==> src/rtl/core/fxd_pkg.sv <==
// fxd_pkg: shared types, widths and codes for the fixed-point divider core
// no dependencies; used by every module in rtl/core
`timescale 1ns / 1ps
`default_nettype none

package fxd_pkg;

    localparam int DATA_W    = 64;
    localparam int FRAC_BITS = 24;
    // dividend/quotient shift word: integer bits plus fraction bits
    localparam int DQ_W      = DATA_W + FRAC_BITS;
    // one restoring cell per quotient bit
    localparam int N_CELLS   = DQ_W;
    // magnitude bits that fit a positive signed result
    localparam int MAG_W     = DATA_W - 1;

    localparam logic [DATA_W-1:0] POS_SAT = {1'b0, {(DATA_W-1){1'b1}}};
    localparam logic [DATA_W-1:0] NEG_SAT = {1'b1, {(DATA_W-1){1'b0}}};

    typedef enum logic [1:0] {
        ERR_NONE     = 2'd0,
        ERR_DIV_ZERO = 2'd1,
        ERR_OVERFLOW = 2'd2
    } err_code_t;

    typedef struct packed {
        logic signed [DATA_W-1:0] numerator;
        logic signed [DATA_W-1:0] denominator;
    } in_item_t;

    typedef struct packed {
        logic signed [DATA_W-1:0] quotient_fixed;
        err_code_t                error_code;
    } out_item_t;

    // state carried along the chain of restoring cells
    typedef struct packed {
        logic              div_zero;
        logic              neg;
        logic [DATA_W-1:0] rem;
        logic [DATA_W-1:0] div;
        logic [DQ_W-1:0]   dq;
    } cell_t;

    // state after the rounding decision
    typedef struct packed {
        logic             div_zero;
        logic             neg;
        logic             ovf;
        logic             rnd;
        logic [MAG_W-1:0] mag;
    } round_t;

endpackage

`default_nettype wire

==> src/rtl/core/fxd_round_cell.sv <==
// fxd_round_cell: round half up decision on the magnitude and integer overflow check
// depends on fxd_pkg
`timescale 1ns / 1ps
`default_nettype none

module fxd_round_cell (
    input  wire logic          aclk,
    input  wire logic          aresetn,
    input  wire logic          adv,
    input  wire logic          in_valid,
    input  wire fxd_pkg::cell_t in_cell,
    output logic               out_valid,
    output fxd_pkg::round_t    out_round
);

    fxd_pkg::round_t round_next;
    fxd_pkg::round_t round_reg;
    logic            valid_reg;

    always_comb begin
        round_next.div_zero = in_cell.div_zero;
        round_next.neg      = in_cell.neg;
        // any quotient bit at or above the sign position is overflow
        round_next.ovf      = |in_cell.dq[fxd_pkg::DQ_W-1:fxd_pkg::MAG_W];
        // twice the remainder against the divisor
        round_next.rnd      = ({in_cell.rem, 1'b0} >= {1'b0, in_cell.div});
        round_next.mag      = in_cell.dq[fxd_pkg::MAG_W-1:0];
    end

    always_ff @(posedge aclk) begin
        if (!aresetn) begin
            valid_reg <= 1'b0;
        end else if (adv) begin
            valid_reg <= in_valid;
        end
    end

    always_ff @(posedge aclk) begin
        if (adv) begin
            round_reg <= round_next;
        end
    end

    assign out_valid = valid_reg;
    assign out_round = round_reg;

endmodule

`default_nettype wire

==> config.mk <==
export PLATFORM = sky130hd
export DESIGN_NAME = fxd_round_cell
export DESIGN_NICKNAME = d
export VERILOG_FILES = /design/src/rtl/core/fxd_pkg.sv /design/src/rtl/core/fxd_round_cell.sv
export SDC_FILE = /design/constraint.sdc
export NUM_CORES = 1
export LEC_CHECK = 0
export ABC_AREA = 1
export BUFFER_PORTS_ARGS = -buffer_cell sky130_fd_sc_hd__buf_2
export CORE_AREA = 8 8 106 108
export CTS_BUF_LIST = sky130_fd_sc_hd__clkbuf_16
export DETAILED_ROUTE_END_ITERATION = 16
export DIE_AREA = 0 0 114 116
export GPL_TIMING_DRIVEN = 1
export PLACE_DENSITY = 0.83
export SLEW_MARGIN = 10
export SYNTH_ARGS = -nofsm -noshare
export SYNTH_HDL_FRONTEND = slang
export SYNTH_SLANG_ARGS = --single-unit
==> constraint.sdc <==
create_clock -name aclk -period 2.1 [get_ports aclk]
set_input_delay 0.42 -clock aclk [delete_from_list [all_inputs] [get_ports aclk]]
set_output_delay 0.42 -clock aclk [all_outputs]
set_load 0.1 [all_outputs]
# ---- Word level (Yosys, flattened, before mapping)
# Index checks and enable logic that the tools add are counted.
dict set report word_totals {
  out_inout_bits 68
  wordCells 8
  inputBits 222
  reg_bits 68
}
dict set report classes {
  n_reduce_logical 1
  magnitude_cmp 1
}
# op count
set op_table {}
lappend op_table {{$ge 65x64->1} 1}
lappend op_table {{$reduce_or 25->1} 1}

# ---- Longest topological paths before layout
dict set report logic_depth {
  word_depth 1
  ltp_mapped 14
}

# ---- Least setup slack after synthesis
# Ideal clock, no wire load.
dict set report synth_path {
  kind {in2reg}
  from {input port in_cell[148] in the netlist's numbering}
  to {register round_reg (netlist bit out_round[63]) (data pin)}
  path_stages 8
  slack_ns 0.533
  arrival_ns 1.307
  required_ns 1.840
  setup_ns 0.260
  path_cell_list {inv_1 -> ha_1 -> a21oi_1 -> o21ai_1 -> a21oi_1 -> nand2_1 -> a21oi_1 -> nand3_1}
}
# element line_no
set synth_lines {}
lappend synth_lines {{start, declared} fxd_round_cell.sv:11} ;# input wire fxd_pkg::cell_t in_cell,
lappend synth_lines {{end signal, assigned} fxd_round_cell.sv:40} ;# round_reg <= round_next;
lappend synth_lines {{end, declared} fxd_round_cell.sv:17} ;# fxd_pkg::round_t round_reg;

==> results.cfg <==
[sta]
hold_ws_ps = 262
tns_ps = 0
slew_headroom = 0.656
finalSetupViolCount = 0
rsz0062_at_grt = false
clock_skew_ps = 0
worst_pin_slew_ps = 519
fmax_mhz = 634
period_minus_slack_ps = 1580
hold_viol = 0
slew_viol_final = 0
fin_ws_ps = 524
finalCritPeriodShare = 0.751

[clock_network]
cts_setup_buffers = 0
numCtsBuffers = 9
path_clk_slew_ps = 60
ctsResizeCount = 0
cts.path.max_buffers = 2
cts_root_buf = clkbuf_16
clock-sinks = 68
ctsHoldBuffers = 0
clkLatencyLatePin_ps = 320
cts_tree = yes
cts_max_level = 3

[place]
pre_cts_ws_ps = 195
dp_hpwl_um = 11200
placed_area_um2 = 5520
port_buffers = 289
dp_cells = 793
gp_congestion = 0.930

[power_and_ir_drop]
p_int_mw = 2.87
p_leak_nw = 3.18
switching_share = 0.362
power_density_nw_per_um2 = 773
power_mw = 4.50
p_switching_mw = 1.63
irDropWorstVdd_mv = 0.369
p_seq_frac = 0.364
clkPwrFrac = 0.320
power_frac_comb = 0.316

[finish]
n_fill_cell = 815
post-route-util = 0.609
area_growth_syn_to_layout_pct = 49.6
drive_gt1_frac = 0.478
finalNetCount = 956
final_cells = 810
fin_area_um2 = 5810

[logic_synthesis]
syn_nets = 655
yosysTopAreaCell = edfxtp_1
syn_avg_cell_area_um2 = 10.5
synth_top_flop_cell = edfxtp_1
post-synth-top-count-cell = inv_1
synth.distinct_cells = 24
synth-edff-count = 67
synthCells = 370
ys_ff_latch = 68
async_flop_share = 0
synthTopCellsByCount = inv_1, nand2_1, edfxtp_1
netlist_area_um2 = 3890
synthTopCellsByArea = edfxtp_1, ha_1, inv_1, nand2_1, a21oi_1
yosysTopAreaCellShare = 0.518
synth_seq_area_share = 0.523
yosys_warnings = 0

[grt]
grt_max_degree = 70
globalRouteOverflowTotal = 0
grt_pass1_vias = 3859
track_usage = 0.181
grt_pass1_wl_um = 18500
grt_antenna_before_repair = 1

[setup_path]
reg2reg_setup_slack_ps = 1470
worstPathArrival_ps = 1650
crit_slowest_cell = ha_1
crit_chain = buf_2 > inv_1 > ha_1 > a21oi_1 > o21ai_1 > a21oi_1 > nand2_1 > a21oi_1 > nand3_1
r2r_end = out_valid
crit_type = in2reg
rr_startpoint = out_valid
crit_path_start = in_cell[148]
worstPathMaxFanout = 3
endpoint_kind = flip-flop
crit_end = out_round[63]
start_kind = input pin
cpPeakStageDelay_ps = 340
critPathMostFrequentCell = a21oi_1
cp.required_ps = 2170
r2r_cells = 2

[route]
drc = 0
ant_nets = 0
drt_iter0_drc = 164
wl_um = 12600
vias_per_cell = 4.50
dr_total_vias = 3648
wl_per_cell_um = 15.5
firstDrtPassIters = 5

[worst_hold_path]
min_path_type = in2reg
min_delay_path_depth = 1

[floorplan]
initial_core_util = 0.407
dieHeight_um = 116
die_x_um = 114
io_pins = 290
std_cell_rows = 36
fp.dieArea_um2 = 13200
core-area_um2 = 9550

[run_status]
status = finished clean

[job]
cap_violations = 0
## how the worst min path moves through the flow
stage	from	end	slack (ps)
2_1_floorplan	adv	out_valid	510
3_3_place_gp	out_valid	out_valid	520
3_5_place_dp	out_valid	out_valid	540
4_1_cts	in_cell[19]	out_round[19]	250
5_1_grt	in_cell[38]	out_round[38]	250
6_report	in_cell[19]	out_round[19]	260
## placed cells by master (no fill, tap or decap), types with 4 or more instances in the layout
| cell | count |
|---|---|
| inv_1 | 77 |
| clkbuf_16 | 9 |
| ha_1 | 63 |
| a21o_1 | 4 |
| edfxtp_1 | 67 |
| nand2_1 | 73 |
| nand3_1 | 6 |
| nor4_1 | 5 |
| inv_2 | 6 |
| nor2_1 | 17 |
| buf_2 | 289 |
| a21oi_1 | 25 |
| nand4_1 | 5 |
## sequential cells by signal, indices dropped and copies added, names as in the netlist
| name | cells |
|---|---|
| out_round | 67 |
| out_valid | 1 |
## routing by layer
metal	share of wire	up-vias	track usage
li1	-	1837	-
met1	0.36	1597	0.183
met2	0.53	188	0.330
met3	0.094	24	0.0604
met4	0.022	2	0.0878
met5	0.0010	-	0
## layout make-up
type / instances / area [um2] / area share
timing repair buffer: 290 / 1470 / 0.252
clock inverter: 7 / 67.6 / 0.0116
multi-input combinational: 217 / 1540 / 0.264
tap: 133 / 166 / 0.0286
inverter: 85 / 319 / 0.0549
sequential: 68 / 2030 / 0.349
antenna: 1 / 2.50 / 0.000430
clock buffer: 9 / 225 / 0.0387
## critical path, delay by kind of cell
kind                       cells  cell delay, ps
AOI/OAI and AO/OA              4             610
adders and majority gates      1             340
and+or+nand+nor                2             160
buffers and inverters          2             100
## cell families (layout without fill, tap and decap cells)
family          after synthesis  count (layout)  share of synthesized area
simple gates                120             120                      0.145
compound gates               34              34                     0.0470
flops                        68              68                      0.523
fa+ha+maj                    63              63                      0.203
buf+inv                      85             391                     0.0821
other cells                   0               1                          0
## power by group through the flow
stage | clock [mW] | combinational, mW | sequential, mW
5_1_grt | 1.54 | 1.50 | 1.65
3_5_place_dp | 0 | 1.43 | 1.66
4_1_cts | 1.47 | 1.43 | 1.64
3_3_place_gp | 0 | 1.39 | 1.66
2_1_floorplan | 0 | 0.250 | 2.43
6_report | 1.44 | 1.42 | 1.64
Power figures use the tool's default switching activity.
