<file path="src/rtl/core/fxd_pkg.sv">
// fxd_pkg: shared types, widths and codes for the fixed-point divider core
// no dependencies; used by every module in rtl/core
`timescale 1ns / 1ps
`default_nettype none

package fxd_pkg;

    localparam int DATA_W    = 64;
    localparam int FRAC_BITS = 24;
    // dividend/quotient shift word: integer bits plus fraction bits
    localparam int DQ_W      = DATA_W + FRAC_BITS;
    // one restoring cell per quotient bit
    localparam int N_CELLS   = DQ_W;
    // magnitude bits that fit a positive signed result
    localparam int MAG_W     = DATA_W - 1;

    localparam logic [DATA_W-1:0] POS_SAT = {1'b0, {(DATA_W-1){1'b1}}};
    localparam logic [DATA_W-1:0] NEG_SAT = {1'b1, {(DATA_W-1){1'b0}}};

    typedef enum logic [1:0] {
        ERR_NONE     = 2'd0,
        ERR_DIV_ZERO = 2'd1,
        ERR_OVERFLOW = 2'd2
    } err_code_t;

    typedef struct packed {
        logic signed [DATA_W-1:0] numerator;
        logic signed [DATA_W-1:0] denominator;
    } in_item_t;

    typedef struct packed {
        logic signed [DATA_W-1:0] quotient_fixed;
        err_code_t                error_code;
    } out_item_t;

    // state carried along the chain of restoring cells
    typedef struct packed {
        logic              div_zero;
        logic              neg;
        logic [DATA_W-1:0] rem;
        logic [DATA_W-1:0] div;
        logic [DQ_W-1:0]   dq;
    } cell_t;

    // state after the rounding decision
    typedef struct packed {
        logic             div_zero;
        logic             neg;
        logic             ovf;
        logic             rnd;
        logic [MAG_W-1:0] mag;
    } round_t;

endpackage

`default_nettype wire

</file>
<file path="src/rtl/core/fxd_div_cell.sv">
// fxd_div_cell: one restoring shift-and-subtract step with its pipeline register
// depends on fxd_pkg
`timescale 1ns / 1ps
`default_nettype none

module fxd_div_cell (
    input  wire logic          aclk,
    input  wire logic          aresetn,
    input  wire logic          adv,
    input  wire logic          in_valid,
    input  wire fxd_pkg::cell_t in_cell,
    output logic               out_valid,
    output fxd_pkg::cell_t     out_cell
);

    logic [fxd_pkg::DATA_W:0]   trial;
    logic [fxd_pkg::DATA_W+1:0] diff;
    logic                       ge;
    fxd_pkg::cell_t             cell_next;
    fxd_pkg::cell_t             cell_reg;
    logic                       valid_reg;

    // bring down the next dividend bit and try the subtract
    always_comb begin
        trial = {in_cell.rem, in_cell.dq[fxd_pkg::DQ_W-1]};
        diff  = {1'b0, trial} - {2'b00, in_cell.div};
        ge    = ~diff[fxd_pkg::DATA_W+1];
        cell_next     = in_cell;
        cell_next.rem = ge ? diff[fxd_pkg::DATA_W-1:0] : trial[fxd_pkg::DATA_W-1:0];
        cell_next.dq  = {in_cell.dq[fxd_pkg::DQ_W-2:0], ge};
    end

    always_ff @(posedge aclk) begin
        if (!aresetn) begin
            valid_reg <= 1'b0;
        end else if (adv) begin
            valid_reg <= in_valid;
        end
    end

    always_ff @(posedge aclk) begin
        if (adv) begin
            cell_reg <= cell_next;
        end
    end

    assign out_valid = valid_reg;
    assign out_cell  = cell_reg;

endmodule

`default_nettype wire

</file>
<file path="config.mk">
export PLATFORM = sky130hd
export DESIGN_NAME = fxd_div_cell
export DESIGN_NICKNAME = d
export VERILOG_FILES = /design/src/rtl/core/fxd_pkg.sv /design/src/rtl/core/fxd_div_cell.sv
export SDC_FILE = /design/constraint.sdc
export NUM_CORES = 1
export LEC_CHECK = 0
export BUFFER_PORTS_ARGS = -buffer_cell sky130_fd_sc_hd__buf_2
export CORE_AREA = 5 5 168 170
export CTS_CLUSTER_SIZE = 30
export DETAILED_ROUTE_END_ITERATION = 10
export DIE_AREA = 0 0 173 175
export PLACE_DENSITY = 0.74
export SETUP_SLACK_MARGIN = 0.4
export SLEW_MARGIN = 20
export SYNTH_ARGS = -nofsm -noshare
export SYNTH_HDL_FRONTEND = slang
export SYNTH_SLANG_ARGS = --single-unit
</file>
<file path="constraint.sdc">
create_clock -name aclk -period 3.8 [get_ports aclk]
set_input_delay 0.76 -clock aclk [delete_from_list [all_inputs] [get_ports aclk]]
set_output_delay 0.76 -clock aclk [all_outputs]
set_load 0.005 [all_outputs]
</file>
## Word level (Yosys, flattened, before mapping)

Index checks and enable logic that the tools add are counted.

| storage, ports and cells | value |
|---|---|
| ROM bits | 0 |
| register bits | 219 |
| memories kept | 0 |
| output and inout port bits | 219 |
| bits in latches | 0 |
| input port bits | 222 |
| word-level logic and storage cells | 9 |
| bits in writable memories | 0 |

| operators by class | value |
|---|---|
| reductions and logical operators | 0 |
| bitwise gates (word level) | 1 |
| $lt $le $gt $ge | 0 |
| muxes and demuxes | 1 |
| multipliers | 0 |
| shift-type cells | 0 |
| divide/modulo/power cells | 0 |
| add/sub/neg operators | 1 |
| equality and inequality tests | 0 |

Operators with widths:

| kind | count |
|---|---|
| subtractor 65 x 64 -> 66 bit | 1 |
| two-way mux 64 bit | 1 |
| inverter 1 bit | 1 |

## Logic depth before layout (Yosys ltp)

Gate-level depths: netlist of the first run.

| depth | value |
|---|---|
| word-level depth | 2 |
| gate-level depth with buffers | 14 |
| mapped depth without buffers | 14 |

## Worst setup path before layout of the first run

No wires, ideal clock.

| timing | value |
|---|---|
| path type | input-to-reg |
| from | in in_cell[87] (netlist bit) |
| to | reg cell_reg (netlist bit out_cell[208]), data pin |
| cell stages on the path | 14 |
| path slack | 0.056 ns |
| library setup time | 0.256 ns |
| data required time | 3.544 ns |
| buffers on the path | 0 |
| arrival | 3.488 ns |
| path through | inv_1 > ha_1 > inv_1 > fa_1 > a21o_1 > a31oi_1 > o22ai_1 > o2111ai_1 > a211oi_1 > nor3_1 > nor2_1 > a41o_1 > or4_1 > a41o_1 |

RTL lines:

| element | line | RTL |
|---|---|---|
| start, declared | fxd_div_cell.sv:11 | `input wire fxd_pkg::cell_t in_cell,` |
| end signal, assigned | fxd_div_cell.sv:43 | `cell_reg <= cell_next;` |
| end, declared | fxd_div_cell.sv:20 | `fxd_pkg::cell_t cell_reg;` |

==> metrics.md, run 1 <==
| Metric | Value |
|---|---|
| Outcome | `complete, no violations` |
| Longest Clk Path Bufs | `3` |
| Synthesized cell area | `~0.011 mm^2` |
| Worst slew pin tran | `~0.63 ns` |
| Worst skew pair latency | `around 0.51 ns` |
| Max-slew headroom | `around 58%` |
| Pwr dens | `between 400 and 500 mW/mm^2` |
| CTS clock-pin slew for the worst setup and hold paths | `around 0.060 ns` |
| Post-Synth Simple-Gate Area | `under 10%` |
| Min cycle time layout | `about 3.3 ns` |
| Top-area cell type share of the netlist area | `58.81%` |
| CTS tree | `built` |
| Avg Cell Area, Syn | `around 12 um^2` |
| Num ports | `approximately 440` |
| Int Power | `about 0.0053 W` |
| Multiplexer share of the synthesized area | `1.203%` |
| Syn_nets | `around 1,200` |
| Type of the most critical hold path | `in2reg` |
| Detailed-placement wirelength estimate | `29,040 um` |
| Final setup violation count | `0` |
| RSZ-0062 raised after global routing | `yes` |
| Area contributors post-synth | `edfxtp_1 (59%), ha_1 (7.2%), a21oi_1 (5.8%), nor2_1 (3.1%), inv_1 (2.9%)` |
| Top-count cell post-synth | `edfxtp_1` |
| Global-route usage over all layers | `between 20 and 25%` |
| Post-detailed-route count of antenna-violating nets | `0` |
| Post-Synthesis Cells | `around 950` |
| Final Hold Fails | `0` |
| Num CTS Buffers | `24` |
| DRC | `0` |
| Final worst-path cycle share | `around 88%` |
| CP endpoint kind | `flop` |
| Sequential share of power | `42.2%` |
| Switching Share | `between 20% and 30%` |
| P_leak | `7.063 nW` |
| R2R setup slack | `between 3 and 4 ns` |
| Area delta synth->final | `41.50%` |
| Initial Util | `about two fifths` |
| Buffers on Ports | `440` |
| Layout Cells excl Fill | `about 1,800` |
| Clock Skew | `0 ns` |
| Fmax | `0.2997 GHz` |
| Synth Area in XOR/XNOR | `4.485%` |
| CP arrival | `around 3.6 ns` |
| Row count | `60` |
| Cell accounting for the most synthesized area | `edfxtp_1` |
| Adder-Cell Fraction of Synth Area | `under 10%` |
| Largest net degree at the start of global routing | `84` |
| Clock Tree Root | `clkbuf_16` |
| Yosys reg bits | `219` |
| Post-synth EDFFs | `218` |
| Vias per cell | `5.220` |
| Max_cap viols | `0` |
| Gate power share | `a little under a quarter` |
| Yosys cell types | `65` |
| Critical path launch point type | `input pin` |
| Final nets | `~1,800` |
| Die Wd | `approximately 170 um` |
| Placer Congestion | `a little under 0.9` |
| Initial antenna violation count | `3` |
| CTS Sinks | `approximately 220` |
| Power share of the clock group | `between 30% and 40%` |
| Placed insts | `roughly 1,800` |
| Largest family of logic cells by synthesized area | `compound AO/OA/AOI/OAI gates` |
| Hold buffer count at cts | `0` |
| Post-synthesis compound-gate area fraction | `between 10% and 20%` |
| Via count | `9,626` |
| First-pass GRT wire length | `around 54,000 um` |
| Pins Over Slew Limit | `0` |
| Layout cells sized above 1 | `a little over two fifths` |
| CP Class | `in2reg` |
| Hold WS | `0.4211 ns` |
| Vias in the first global route | `~9,600` |
| DIE AREA | `0.03028 mm^2` |
| Core Region | `between 0.02 and 0.03 mm^2` |
| H-tree Lvls | `1` |
| Yosys warns | `0` |
| WP data required | `between 4 and 5 ns` |
| Psw | `roughly 0.0019 W` |
| Register area share after synthesis | `roughly three fifths` |
| Drt initial violations | `just under 700` |
| Top cells by count, synth | `edfxtp_1 (218), a21oi_1 (130), nor2_1 (91)` |
| DR WL/cell | `about 21 um` |
| Drt pass-1 iters | `5` |
| Peak VDD IR | `around 0.31 mV` |
| Asr flop ratio synth | `0%` |
| GRT Residual Overflow | `0` |
| Top_reg_cell synth | `edfxtp_1` |
| CP max FO | `10` |
| Die Span Y | `about 180 um` |
| DRT Wirelength | `38,320 um` |
==> layer usage <==
layer / vias up / wire length, um / GRT usage (%)
met5: - / 11 / 0
met3: 53 / 3580 / 7.226
met1: 4565 / 14360 / 25.89
li1: 4576 / - / -
met4: 2 / 1039 / 6.053
met2: 430 / 19330 / 39.72
==> layout by cell type (no fill, tap or decap), drive strengths merged, types with 5 or more instances in the layout <==
master,n
mux2,11
inv,87
xnor2,36
o21a,8
nand4,12
a211oi,8
o21ai,31
a41o,5
nand3,13
a21oi,132
clkbuf,30
nor3,5
edfxtp,218
o211ai,5
clkinv,9
nor2b,6
buf,527
nand2,67
nor2,91
xor2,21
o21bai,14
a31oi,8
bufinv,5
a21o,23
ha,64
==> stage by stage <==
step | util, % | setup TNS [ns] | power [W] | worst slack, ns | area [um^2]
after CTS | 57.45 | 0 | 0.007089 | 0.4426 | 15270
final | 59.27 | 0 | 0.007157 | 0.4634 | 15750
after detailed placement | 54.25 | -1.433 | 0.004574 | -0.1428 | 14420
after global placement | 54.25 | -0.03583 | 0.004550 | -0.01763 | 14420
after global routing | 59.24 | 0 | 0.007492 | 0.3676 | 15740
after floorplan | - | 0 | 0.003821 | 0.2513 | 11310
==> power groups by stage <==
stage	registers, W	logic (W)	clock network [W]
after floorplan	0.00311	0.000710	0
after global placement	0.00306	0.00149	0
after detailed placement	0.00307	0.00150	0
after CTS	0.00302	0.00152	0.00255
after global routing	0.00304	0.00178	0.00267
final	0.00302	0.00165	0.00249
==> path summary, 6_finish.rpt <==
check,startpoint,end,cells after the start
worst max-delay path,in_cell[124],out_cell[198],16
worst min-delay path,in_cell[4],out_cell[5],1
worst max register to register,out_valid,out_valid,2
worst min register to register,out_valid,out_valid,2
==> layout make-up <==
cell class,count,area (um^2)
diodes,3,7.507
clock buffers,25,625.6
clock inverters,17,219.0
fillers,2241,10830
inverters,86,322.8
multi-input cells,621,4484
flip-flops and latches,219,6566
well taps,341,426.7
repair buffers,532,3098
==> flip-flops by register name, indices dropped and copies added (netlist names) <==
signal,flops
out_cell,218
out_valid,1
==> critical path: stages <==
cell      delay (ns)
buf_2           0.10
inv_1           0.04
ha_1            0.37
a21oi_1         0.19
a21boi_0        0.29
o221ai_1        0.22
a21oi_1         0.22
o21a_1          0.18
o31ai_4         0.11
a211oi_4        0.32
o31ai_4         0.12
buf_6           0.17
buf_12          0.15
buf_4           0.16
nor2_1          0.11
a21oi_1         0.06
==> logic make-up (layout without fill, tap and decap cells) <==
group                      Yosys count  after routing
other                                0              3
buffers and inverters              109            660
adders and majority gates           65             65
muxes                               12             12
AOI/OAI and AO/OA                  266            266
DFF                                219            219
and+or+nand+nor                    221            221
xor gates and xnor gates            57             57
==> repair_timing <==
action	4_1_cts	5_1_grt
gates cloned	0	7
pin swaps	0	20
resized for setup	1	51
buffers inserted	0	13
setup endpoints to repair	1	32
Power figures use the tool's default switching activity.
==> inputs of run 2 (changes only) <==
clock period = 2.8 ns   (was 3.8 ns; I/O delays follow)
==> run 2 against run 1 <==
Effect of this change: critical endpoint is now out_cell[155]; setup slack lost 0.78 ns; the run now ends with setup timing left; non-clock buffer count grew 194; sequential power grew 36%; final cell count grew 11%; utilization grew 9.6 points; largest power group unchanged; count of clock-buffer cells in the layout grew 6.
==> metrics.md, run 2 (synthesis results as in run 1) <==
| Metric | Value |
|---|---|
| Pre-CTS WS | `-0.9851 ns (was -0.1428 ns)` |
| Buffers on Ports | `440 (unchanged)` |
| RSZ-0062 raised after global routing | `yes (unchanged)` |
| Hold WS | `0.2047 ns (was 0.4211 ns)` |
| Final setup violation count | `63 (was 0)` |
| Outcome | `finished, violations left (was complete, no violations)` |
| CTS tree | `built (unchanged)` |
| Core Region | `0.02658 mm^2 (unchanged)` |
| Die Wd | `173 um (unchanged)` |
| CP endpoint kind | `flop (unchanged)` |
| Drt initial violations | `790 (was 673)` |
| Drt pass-1 iters | `6 (was 5)` |
| Vias in the first global route | `11,074 (was 9,551)` |
| R2R cell count | `2 (unchanged)` |
| Final nets | `1,965 (was 1,771)` |
| # fillers | `1,917 (was 2,241)` |
| Initial Util | `41.88% (unchanged)` |
| WHS Path Cells | `1 (unchanged)` |
| Register area | `0.006566 mm^2 (unchanged)` |
| CP Class | `in2reg (unchanged)` |
| CP max FO | `2 (was 10)` |
| DRC | `0 (unchanged)` |
| DIE AREA | `0.03028 mm^2 (unchanged)` |
| Area of the multi-input gates | `0.005196 mm^2 (was 0.004484 mm^2)` |
| Layout cells sized above 1 | `56.13% (was 42.60%)` |
| Fmax | `around 0.32 GHz` |
| Pins Over Slew Limit | `0 (unchanged)` |
| Max-slew headroom | `63.36% (was 57.99%)` |
| Detailed-placement wirelength estimate | `30,120 um (was 29,040 um)` |
| Terminus of the critical flop-to-flop path | `out_valid (unchanged)` |
| Global-route usage over all layers | `25.47% (was 22.27%)` |
| Vias per cell | `5.181 (was 5.220)` |
| GRT Residual Overflow | `0 (unchanged)` |
| Num CTS Buffers | `24 (unchanged)` |
| Hold Path End | `out_cell[79] (was out_cell[5])` |
| Initial antenna violation count | `7 (was 3)` |
| CTS clock-pin slew for the worst setup and hold paths | `0.07 ns (was 0.06 ns)` |
| Die Span Y | `175 um (unchanged)` |
| Longest Clk Path Bufs | `3 (unchanged)` |
| Pwr dens | `558.7 mW/mm^2 (was 454.4 mW/mm^2)` |
| Min cycle time layout | `approximately 3.1 ns` |
| Max FFs per register | `218 (unchanged)` |
| DR WL/cell | `20.15 um (was 20.78 um)` |
| Critical path launch point type | `input pin (unchanged)` |
| Fin util | `68.87% (was 59.27%)` |
| Most frequent cells in the layout | `buf_2 (415), buf_4 (247), edfxtp_1 (218), a21oi_1 (87), inv_1 (69) (was buf_2 (438), edfxtp_1 (218), a21oi_1 (124), nor2_1 (85), inv_1 (82))` |
| Final worst-path cycle share | `111.3%` |
| Post-detailed-route count of antenna-violating nets | `0 (unchanged)` |
| Worst slew pin tran | `0.5496 ns (was 0.6302 ns)` |
| Worst r2r src | `out_valid (unchanged)` |
| Max_cap viols | `0 (unchanged)` |
| Most common cell after layout, fill and taps aside | `buf_2 (unchanged)` |
| P_leak | `8.185 nW (was 7.063 nW)` |
| Type of the most critical hold path | `in2reg (unchanged)` |
| Hold Startpoint | `in_cell[78] (was in_cell[4])` |
| Via count | `10,574 (was 9,626)` |
| Clock Skew | `0 ns (unchanged)` |
| Peak VDD IR | `0.4634 mV (was 0.3119 mV)` |
| Hold buffer count at cts | `0 (unchanged)` |
| H-tree Lvls | `1 (unchanged)` |
| Num ports | `441 (unchanged)` |
| CP arrival | `3.39 ns (was 3.59 ns)` |
| CTS Sinks | `219 (unchanged)` |
| First-pass GRT wire length | `61,420 um (was 53,670 um)` |
| DRT Wirelength | `41,130 um (was 38,320 um)` |
| Failing checks | `setup timing` |
| Clock Tree Root | `clkbuf_16 (unchanged)` |
| Row count | `60 (unchanged)` |
| Largest net degree at the start of global routing | `68 (was 84)` |
| Placer Congestion | `0.8928 (was 0.8950)` |
| Final Hold Fails | `0 (unchanged)` |
| Worst skew pair latency | `0.52 ns (was 0.51 ns)` |
| WP data required | `3.07 ns (was 4.05 ns)` |
| R2R setup slack | `2.20 ns (was 3.20 ns)` |
| Final WS setup | `-0.3161 ns (was 0.4634 ns)` |
| Area delta synth->final | `64.43% (was 41.50%)` |
[run 2: changes by cell type in the layout (fill, tap and decap cells not counted), moves of 7 or more]
cell / previous run / this run
buf_4: 75 / 247
nor2_1: 85 / 46
nor2_4: 0 / 39
a21oi_1: 124 / 87
a21oi_2: 6 / 41
buf_6: 6 / 30
buf_2: 438 / 415
inv_1: 82 / 69
buf_8: 2 / 13
buf_16: 0 / 9
ha_4: 11 / 20
ha_1: 52 / 44
inv_4: 0 / 7
[run 2: final cells by class]
cell class	instances	area share, %
Clock buffer	31	3.541
Multi-Input combinational cell	621	28.39
Clock inverter	13	0.7930
Antenna cell	4	0.05469
Tap cell	341	2.331
Inverter	86	1.955
Sequential cell	219	35.88
Timing Repair Buffer	726	27.06
[run 2: worst max-delay path: stages]
cell	delay, ns
buf_4	0.11
inv_4	0.05
ha_4	0.24
nand2b_1	0.08
buf_4	0.14
buf_4	0.13
buf_4	0.13
buf_4	0.12
buf_4	0.12
buf_4	0.12
buf_4	0.12
buf_4	0.12
buf_4	0.12
buf_4	0.12
buf_4	0.12
buf_4	0.12
buf_4	0.12
buf_4	0.13
buf_4	0.14
nand2b_4	0.06
a21oi_2	0.05
xnor2_1	0.11
mux2_4	0.25
[run 2: worst max-delay path by stage]
stage / cells past startpoint / endpoint / from / slack (ns)
after global routing: 23 / out_cell[155] / in_cell[89] / -0.35
after floorplan: 12 / out_cell[210] / in_cell[98] / -0.53
final: 23 / out_cell[155] / in_cell[89] / -0.32
after detailed placement: 15 / out_cell[208] / in_cell[87] / -0.99
after global placement: 15 / out_cell[208] / in_cell[87] / -0.91
after CTS: 15 / out_cell[208] / in_cell[87] / -0.23
[run 2: report_power, final]
group          leakage [nW]  switching (W)  internal [W]
combinational          5.66        0.00143       0.00150
sequential             2.14      0.0000924       0.00402
clock                 0.383        0.00134       0.00184
total                  8.19        0.00286       0.00736
[run 2: metrics by stage]
| stage | TNS, ns | instances | power [W] | cell area [um^2] |
|---|---|---|---|---|
| after CTS | -9.526 | 2027 | 0.01005 | 17620 |
| after global placement | -44.31 | 1940 | 0.006489 | 15810 |
| after floorplan | -18.64 | 949 | 0.005248 | 11550 |
| after detailed placement | -48.11 | 1940 | 0.006538 | 15810 |
| after global routing | -11.69 | 2041 | 0.01070 | 18300 |
| final | -8.217 | 2041 | 0.01023 | 18300 |
[run 2: timing repair]
| action | in CTS | in global routing |
|---|---|---|
| cloned | 9 | 0 |
| endpoints found under the setup margin | 65 | 65 |
| pin swaps | 54 | 24 |
| setup buffers | 34 | 10 |
| resized for setup | 147 | 132 |
[run 2: metal layers]
| metal | routed length (um) | global-route usage [%] |
|---|---|---|
| met2 | 21770 | 46.60 |
| met3 | 2920 | 6.274 |
| met1 | 15000 | 28.73 |
| met5 | 40 | 0 |
| met4 | 1401 | 9.711 |
==> inputs of run 3 (changes only) <==
SKIP_CTS_REPAIR_TIMING = 1   (was not set)
==> run 3 against run 2 <==
Effect of this change: the run still ends with setup timing left; register-to-register slack about the same; clock power about the same; setup slack worse by 0.052 ns; critical path type unchanged.
==> metrics.md, run 3 (synthesis results as in run 1) <==
| Metric | Value |
|---|---|
| Largest net degree at the start of global routing | `68 (unchanged)` |
| Num ports | `441 (unchanged)` |
| Worst r2r src | `out_valid (unchanged)` |
| Final worst-path cycle share | `113.2% (was 111.3%)` |
| Max-slew headroom | `63.51% (was 63.36%)` |
| CTS tree | `built (unchanged)` |
| WHS Path Cells | `1 (unchanged)` |
| Hold Startpoint | `in_cell[78] (unchanged)` |
| Fin util | `67.18% (was 68.87%)` |
| WP data required | `3.07 ns (about the same)` |
| Min cycle time layout | `3.168 ns (was 3.116 ns)` |
| Pwr dens | `564.2 mW/mm^2 (was 558.7 mW/mm^2)` |
| CTS Sinks | `219 (unchanged)` |
| Worst slew pin tran | `0.5473 ns (was 0.5496 ns)` |
| DR WL/cell | `19.86 um (was 20.15 um)` |
| Fmax | `0.3156 GHz (was 0.3209 GHz)` |
| First-pass GRT wire length | `57,590 um (was 61,420 um)` |
| Vias in the first global route | `10,438 (was 11,074)` |
| Initial antenna violation count | `7 (unchanged)` |
| Via count | `10,293 (was 10,574)` |
| Critical path launch point type | `input pin (unchanged)` |
| Max_cap viols | `0 (unchanged)` |
| Core Region | `0.02658 mm^2 (unchanged)` |
| Final Hold Fails | `0 (unchanged)` |
| R2R setup slack | `2.20 ns (about the same)` |
| Num CTS Buffers | `24 (unchanged)` |
| DRC | `0 (unchanged)` |
| Initial Util | `41.88% (unchanged)` |
| CP max FO | `7 (was 2)` |
| Post-detailed-route count of antenna-violating nets | `0 (unchanged)` |
| Crit-path slowest cell | `a221o_1 (was mux2_4)` |
| CP arrival | `3.43 ns (was 3.39 ns)` |
| Outcome | `finished, violations left (unchanged)` |
| Pins Over Slew Limit | `0 (unchanged)` |
| Longest Clk Path Bufs | `3 (unchanged)` |
| Worst skew pair latency | `0.51 ns (was 0.52 ns)` |
| Global-route usage over all layers | `23.64% (was 25.47%)` |
| Top Family by Delay on Critical Path | `compound AO/OA/AOI/OAI gates (was buffers and inverters)` |
| Vias per cell | `5.108 (was 5.181)` |
| Final setup violation count | `64 (was 63)` |
| Pre-CTS WS | `-0.9851 ns (unchanged)` |
| Drt initial violations | `671 (was 790)` |
| Clock Tree Root | `clkbuf_16 (unchanged)` |
| Most frequent CP cell | `buf_6 (was buf_4)` |
| Detailed-placement wirelength estimate | `30,120 um (unchanged)` |
| # fillers | `1,965 (was 1,917)` |
| Drt pass-1 iters | `5 (was 6)` |
| Failing checks | `setup timing (unchanged)` |
| Buf/Inv on CP | `6 (was 17)` |
| CP Class | `in2reg (unchanged)` |
| Buffers on Ports | `440 (unchanged)` |
| Clock Skew | `0 ns (unchanged)` |
| CP Depth | `17 (was 23)` |
| CTS clock-pin slew for the worst setup and hold paths | `0.06 ns (was 0.07 ns)` |
| Final WS setup | `-0.3683 ns (was -0.3161 ns)` |
| H-tree Lvls | `1 (unchanged)` |
| DRT Wirelength | `40,020 um (was 41,130 um)` |
| Hold Path End | `out_cell[79] (unchanged)` |
| Terminus of the critical flop-to-flop path | `out_valid (unchanged)` |
| Peak VDD IR | `0.4216 mV (was 0.4634 mV)` |
| Layout cells sized above 1 | `54.55% (was 56.13%)` |
| Most common cell after layout, fill and taps aside | `buf_2 (unchanged)` |
| Area of the multi-input gates | `0.005074 mm^2 (was 0.005196 mm^2)` |
| Worst setup path startpoint | `in_cell[90] (was in_cell[89])` |
| Row count | `60 (unchanged)` |
| Die Wd | `173 um (unchanged)` |
| DIE AREA | `0.03028 mm^2 (unchanged)` |
| Final nets | `1,939 (was 1,965)` |
| R2R cell count | `2 (unchanged)` |
| Placer Congestion | `0.8928 (unchanged)` |
| Critical-path cell list | `buf_6 -> inv_2 -> ha_4 -> o211ai_1 -> a21o_1 -> a21oi_2 -> a221o_1 -> a31oi_4 -> o31ai_4 -> a211oi_2 -> o31ai_4 -> buf_6 -> buf_6 -> clkbuf_16 -> buf_8 -> nor2_4 -> a21oi_2 (was buf_4 -> inv_4 -> ha_4 -> nand2b_1 -> buf_4 -> buf_4 -> buf_4 -> buf_4 -> buf_4 -> buf_4 -> buf_4 -> buf_4 -> buf_4 -> buf_4 -> buf_4 -> buf_4 -> buf_4 -> buf_4 -> buf_4 -> nand2b_4 -> a21oi_2 -> xnor2_1 -> mux2_4)` |
| Most frequent cells in the layout | `buf_2 (417), buf_4 (226), edfxtp_1 (218), a21oi_1 (86), inv_1 (70) (was buf_2 (415), buf_4 (247), edfxtp_1 (218), a21oi_1 (87), inv_1 (69))` |
| P_leak | `7.995 nW (was 8.185 nW)` |
| CP endpoint kind | `flop (unchanged)` |
| Area delta synth->final | `60.41% (was 64.43%)` |
| RSZ-0062 raised after global routing | `yes (unchanged)` |
| Type of the most critical hold path | `in2reg (unchanged)` |
| Die Span Y | `175 um (unchanged)` |
| CP max stage delay | `0.42 ns (was 0.25 ns)` |
| GRT Residual Overflow | `0 (unchanged)` |
| Register area | `0.006566 mm^2 (unchanged)` |
| Max FFs per register | `218 (unchanged)` |
[run 3: per-stage QoR]
| step | setup TNS, ns | cell area [um^2] | instances | power, W | hold WS, ns |
|---|---|---|---|---|---|
| detailed placement | -48.11 | 15810 | 1940 | 0.006538 | 0.5205 |
| CTS | -12.23 | 16600 | 1984 | 0.009733 | 0.1834 |
| floorplan | -18.64 | 11550 | 949 | 0.005248 | 0.5073 |
| finish | -15.12 | 17850 | 2015 | 0.01007 | 0.2063 |
| global route | -19.91 | 17850 | 2015 | 0.01056 | 0.1829 |
| global placement | -44.31 | 15810 | 1940 | 0.006489 | 0.4937 |
[run 3: report_power, final]
group	internal, W	leakage, nW	switching, W
logic	0.00141	5.47	0.00137
clock network	0.00184	0.383	0.00134
registers	0.00402	2.14	0.0000923
[run 3: final cells by class]
type / instances / area share (%)
sequential: 219 / 36.78
tap: 341 / 2.390
clock buffer: 31 / 3.630
clock inverter: 13 / 0.8129
timing repair buffer: 700 / 25.91
antenna: 4 / 0.05606
inverter: 86 / 2.004
multi-input combinational: 621 / 28.42
[run 3: worst max path at each step]
stage	endpoint	slack [ns]
CTS	out_cell[208]	-0.47
floorplan	out_cell[210]	-0.53
global placement	out_cell[208]	-0.91
finish	out_cell[154]	-0.37
global route	out_cell[154]	-0.44
detailed placement	out_cell[208]	-0.99
[run 3: worst reg2reg max path: cells and delay by family, from the launching register on]
family           cells  cell delay [ns]
DFF                  1             0.31
muxes                1             0.13
and+or+nand+nor      1             0.06
[run 3: routing by layer]
metal | vias up | routed length, um | GRT usage [%]
met5 | - | 34 | 0
met2 | 386 | 21120 | 42.82
met4 | 6 | 1076 | 6.585
met3 | 76 | 2771 | 5.171
li1 | 4925 | - | -
met1 | 4900 | 15020 | 28.50
